`config.mk`:
```
export PLATFORM = sky130hd
export DESIGN_NAME = pwve_ctrl
export DESIGN_NICKNAME = d
export VERILOG_FILES = /design/src/hdl/pwve_pkg.sv /design/src/hdl/pwve_ctrl.sv
export SDC_FILE = /design/constraint.sdc
export NUM_CORES = 1
export LEC_CHECK = 0
export BUFFER_PORTS_ARGS = -buffer_cell sky130_fd_sc_hd__buf_4
export CORE_AREA = 10 10 47 49
export DETAILED_ROUTE_END_ITERATION = 12
export DIE_AREA = 0 0 57 59
export GPL_ROUTABILITY_DRIVEN = 0
export PLACE_DENSITY = 0.54
export SLEW_MARGIN = 10
export SYNTH_ARGS = -nofsm -noshare
export SYNTH_HDL_FRONTEND = slang
export SYNTH_SLANG_ARGS = --single-unit
```
`constraint.sdc`:
```
create_clock -name clk -period 1.4 [get_ports clk]
set_input_delay 0.07 -clock clk [delete_from_list [all_inputs] [get_ports clk]]
set_output_delay 0.07 -clock clk [all_outputs]
set_load 0.05 [all_outputs]
```
`src/hdl/pwve_pkg.sv`:
```
// shared types and constants for the wavetable voice engine
package pwve_pkg;

    localparam int unsigned OPCODE_W = 3;
    localparam int unsigned NOTE_W   = 7;
    localparam int unsigned ADDR_W   = 12;
    localparam int unsigned DATA_W   = 16;
    localparam int unsigned MIX_W    = 27;
    localparam int unsigned PHASE_W  = 20;
    localparam int unsigned INC_W    = 16;
    localparam int unsigned LEVEL_W  = 8;
    localparam int unsigned ENV_W    = 8;
    localparam int unsigned LEN_W    = 13;
    localparam int unsigned ELEN_W   = 9;
    localparam int unsigned CFG_IDX_W = 3;
    localparam int unsigned CFG_W    = 13;
    localparam int unsigned PITCH_AW = 7;
    localparam logic [LEVEL_W-1:0] LEVEL_FULL = 8'hFF;

    typedef enum logic [OPCODE_W-1:0] {
        OP_NOTE_ON    = 3'd0,
        OP_SAMPLE     = 3'd1,
        OP_ENVELOPE   = 3'd2,
        OP_LOAD_WAVE  = 3'd3,
        OP_LOAD_ENV   = 3'd4,
        OP_LOAD_PITCH = 3'd5,
        OP_NONE6      = 3'd6,
        OP_NONE7      = 3'd7
    } opcode_t;

    typedef enum logic [CFG_IDX_W-1:0] {
        REG_WAVE_LENGTH = 3'd0,
        REG_LOOP_LENGTH = 3'd1,
        REG_ATTACK      = 3'd2,
        REG_ENV_LENGTH  = 3'd3,
        REG_ALLOC_MODE  = 3'd4
    } cfg_index_t;

    typedef enum logic [2:0] {
        ST_IDLE,
        ST_SCAN_ADDR,
        ST_SCAN_READ,
        ST_SCAN_STEP,
        ST_NOTE,
        ST_OUTPUT
    } state_t;

    // controller to datapath
    typedef struct packed {
        logic    capture;   // latch input word
        logic    clr_mix;   // reset accumulator and voice index
        logic    step;      // apply per-voice update for opcode
        logic    next_v;    // advance voice index
        logic    note;      // start the allocated voice
        logic    load;      // perform memory load
        logic    out_load;  // move result into output register
    } cmd_t;

    // datapath to controller
    typedef struct packed {
        opcode_t op;
        logic    last_voice;
    } status_t;

endpackage

```
`src/hdl/pwve_ctrl.sv`:
```
// sequencer for the voice engine
module pwve_ctrl (
    input  logic                clk,
    input  logic                rst_n,
    input  logic                in_valid,
    output logic                in_ready,
    output logic                out_valid,
    input  logic                out_ready,
    input  pwve_pkg::status_t   status,
    output pwve_pkg::cmd_t      cmd
);
    pwve_pkg::state_t state_reg, state_next;
    logic out_valid_reg, out_valid_next;

    always_ff @(posedge clk or negedge rst_n)
    begin
        if (!rst_n)
        begin
            state_reg     <= pwve_pkg::ST_IDLE;
            out_valid_reg <= 1'b0;
        end
        else
        begin
            state_reg     <= state_next;
            out_valid_reg <= out_valid_next;
        end
    end

    assign out_valid = out_valid_reg;
    // output register frees when taken; a new word may be accepted while the
    // previous result still waits there
    assign in_ready = (state_reg == pwve_pkg::ST_IDLE);

    always_comb
    begin
        state_next     = state_reg;
        out_valid_next = out_valid_reg;
        cmd            = '0;
        if (out_valid_reg && out_ready)
        begin
            out_valid_next = 1'b0;
        end
        unique case (state_reg)
            pwve_pkg::ST_IDLE:
            begin
                if (in_valid)
                begin
                    cmd.capture = 1'b1;
                    cmd.clr_mix = 1'b1;
                    state_next  = pwve_pkg::ST_SCAN_ADDR;
                end
            end
            pwve_pkg::ST_SCAN_ADDR:
            begin
                unique case (status.op)
                    pwve_pkg::OP_SAMPLE, pwve_pkg::OP_ENVELOPE, pwve_pkg::OP_NOTE_ON:
                    begin
                        state_next = pwve_pkg::ST_SCAN_READ;
                    end
                    default:
                    begin
                        cmd.load   = 1'b1;
                        state_next = pwve_pkg::ST_OUTPUT;
                    end
                endcase
            end
            pwve_pkg::ST_SCAN_READ:
            begin
                state_next = pwve_pkg::ST_SCAN_STEP;
            end
            pwve_pkg::ST_SCAN_STEP:
            begin
                cmd.step = 1'b1;
                if (status.last_voice)
                begin
                    state_next = (status.op == pwve_pkg::OP_NOTE_ON) ?
                                 pwve_pkg::ST_NOTE : pwve_pkg::ST_OUTPUT;
                end
                else
                begin
                    cmd.next_v = 1'b1;
                    state_next = pwve_pkg::ST_SCAN_READ;
                end
            end
            pwve_pkg::ST_NOTE:
            begin
                cmd.note   = 1'b1;
                state_next = pwve_pkg::ST_OUTPUT;
            end
            pwve_pkg::ST_OUTPUT:
            begin
                if (!out_valid_reg || out_ready)
                begin
                    cmd.out_load   = 1'b1;
                    out_valid_next = 1'b1;
                    state_next     = pwve_pkg::ST_IDLE;
                end
            end
            default:
            begin
                state_next = pwve_pkg::ST_IDLE;
            end
        endcase
    end

`ifndef SYNTHESIS
    a_out_hold: assert property (@(posedge clk) disable iff (!rst_n)
        out_valid_reg && !out_ready |=> out_valid_reg)
        else $error("result dropped before taken");
    a_load_free: assert property (@(posedge clk) disable iff (!rst_n)
        cmd.out_load |-> (!out_valid_reg || out_ready))
        else $error("output overwritten");
    a_accept_idle: assert property (@(posedge clk) disable iff (!rst_n)
        cmd.capture |=> state_reg == pwve_pkg::ST_SCAN_ADDR)
        else $error("capture without scan start");
`endif
endmodule

```
==> out/results.txt <==
Hold EP - state_reg[1]$_DFFE_PN0P_
Initial antenna violation count - 0
IO Port Bufs - 16
Pint - 685 uW
Hold path cells - 2
Post-synthesis cell type count - 22
Worst-path clk slew - 40 ps
Min-Delay Startpoint - status[0]
Utilization after layout - 0.385
Worst clock skew - 1.96 ps
Final period utilization - 0.977
WL final - 957 um
Synthesized area - 289 um2
Total CTS buffers - 3
Worst slew margin - 0.710
Crit path max fanout - 3
# setup viols final - 0
RSZ-0062 raised after global routing - true
Largest net degree at the start of global routing - 10
Fin crit period - 1370 ps
Share of cells above drive strength 1 - 0.635
Cells after synthesis - 32
Io pins - 17
Total power - 1390 uW
Critical path arrival - 1300 ps
Final Hold Viols - 0
# fillers - 154
Critical path depth - 4
First-pass GRT wire length - 1450 um
Syn Area/Cell - 9.03 um2
Critical R2R Capture - state_reg[0]$_DFFE_PN0P_
Worst Path Required - 1330 ps
Reg2reg setup slack - 150 ps
Tot GR Track Use - 0.0532
Critical Path Start Type - flop
Layout area overhead - 86.6%
Net Count, Synth - 40
R2R Path Start - state_reg[1]$_DFFE_PN0P_
Die height - 59 um
Peak VDD IR - 0.938 mV
Critical path's top delay family - simple AND/OR/NAND/NOR gates
# rows - 14
Synth Warn # - 0
Clk pwr share - 0.105
Max FFs per register - 3
Vias - 332
Psw - 708 uW
Antenna viol nets, final - 0
Die X - 57 um
Worst-case reg-to-reg path depth - 3
Slowest cell delay on critical path - 380 ps
Clock Tree Buf Depth - 2
Remaining Overflow, GRT - 0
CTS tree - built
Seq pwr share - 0.194
First-pass DRT Iterations - 4
Avg WL per Cell - 14.1 um
Root buffer cell - clkbuf_4
Slowest-stage cell, CP - dfrtp_1
Vias per inst - 4.88
Slew of the pin with the lowest slew margin - 435 ps
Crit path buf inv count - 2
Crit end category - output pin
Register area share after synthesis - 0.346
Antenna diodes - 0
Initial core utilization - 0.206
Die ar. - 3360 um2
Critical path, cell by cell - buf_6 > nor3_4 > and2_4 > buf_8
Core Region - 1400 um2
Clock sink total - 4
Min-Delay Path Class - primary input to flop
Leakage Power - 0.000250 uW
Number of global-route vias before repair - 310
Number of DRC markers in iteration 0 - 20
Pins Over Slew Limit - 0
Outcome - finished, final reports clean
Sw frac - 0.508
Critical path class - flop to output pin
Synthesized flop and latch total - 4
Power density cells - 2580 nW/um2
H-tree levels - 1
# DRC - 0
Clk Latency, worst-skew pair - 230 ps
Max-Cap Viols - 0
Final net count - 62
Setup TNS - 0 ps
Combinational fraction of design power - 0.701
Fmax achieved - 731 MHz
-- per-layer routing --
metal	share of wire	vias to the layer above	global-route usage
met5	0	-	0
met4	0	0	0
met3	0.071	0	0.0322
li1	-	162	-
met2	0.55	11	0.0884
met1	0.38	159	0.0609
-- area by class of cell --
type,count,area [um2],area share
Clock buffer,3,22.5,0.0418
Inverter,2,7.51,0.0139
Multi-Input combinational cell,22,196,0.364
Sequential cell,4,103,0.190
Tap cell,16,20.0,0.0371
Timing Repair Buffer,21,190,0.353
-- cells by family after synthesis --
logic type | Yosys count | synth area share
AOI/OAI and AO/OA | 10 | 0.264
buffers and inverters | 6 | 0.126
DFF | 4 | 0.346
and+or+nand+nor | 12 | 0.264
-- how the worst max path moves through the flow --
stage / start / endpoint
6_report: state_reg[1]$_DFFE_PN0P_ / cmd[5]
4_1_cts: state_reg[2]$_DFFE_PN0P_ / cmd[6]
5_1_grt: state_reg[1]$_DFFE_PN0P_ / cmd[0]
3_3_place_gp: state_reg[2]$_DFFE_PN0P_ / state_reg[0]$_DFFE_PN0P_
3_5_place_dp: state_reg[2]$_DFFE_PN0P_ / state_reg[0]$_DFFE_PN0P_
2_1_floorplan: state_reg[2]$_DFFE_PN0P_ / cmd[6]
-- cell usage in the layout (no fill, tap or decap), types with 2 or more instances in the layout --
cell	count
dfrtp_2	2
inv_1	2
buf_8	2
a21oi_1	2
nand3b_1	2
buf_4	14
buf_6	4
nand2_1	2
dfrtp_1	2
clkbuf_4	3
-- repair_timing --
action / CTS / global route
pin swaps: 0 / 3
buffers inserted: 1 / 1
resized for setup: 2 / 9
cloned: 0 / 0
endpoints found under the setup margin: 5 / 5
hold buffers: 1 / 0
endpoints found under the hold margin: 4 / 0
-- worst reg2reg max path, cell delays in order (launching register included) --
cell and delay, ps:
dfrtp_1 380, buf_6 130, o311a_1 330, a222oi_1 290
-- synthesized netlist by cell type, drive strengths merged --
master / instances / area (um2)
o21ai: 1 / 5.00
o311a: 1 / 10.0
a21o: 1 / 7.51
a311oi: 1 / 8.76
dfrtp: 4 / 100
nand2: 2 / 7.51
inv: 2 / 7.51
a21oi: 2 / 10.0
buf: 4 / 28.8
nand3b: 2 / 15.0
and3b: 1 / 10.0
a31o: 1 / 8.76
nor3: 2 / 10.0
nor4b: 1 / 8.76
and2: 1 / 6.26
o311ai: 1 / 8.76
a211oi: 1 / 7.51
a222oi: 1 / 10.0
nand2b: 1 / 6.26
nor2b: 2 / 12.5
-- metrics by stage --
step	worst slack, ps	hold slack [ps]	cell area, um2	std cells
2_1_floorplan	-242	-226	330	32
6_report	32.3	96.6	539	68
4_1_cts	9.61	92.7	493	67
3_5_place_dp	135	-129	450	62
3_3_place_gp	156	-130	450	62
5_1_grt	-51.3	94.4	539	68
-- power by group through the flow --
stage | clock [uW] | sequential, uW | combinational [uW]
floorplan | 0 | 251 | 687
global placement | 0 | 269 | 853
detailed placement | 0 | 270 | 848
CTS | 149 | 263 | 887
global route | 164 | 285 | 1030
finish | 147 | 270 | 976
(Power assumes the default switching activity.)
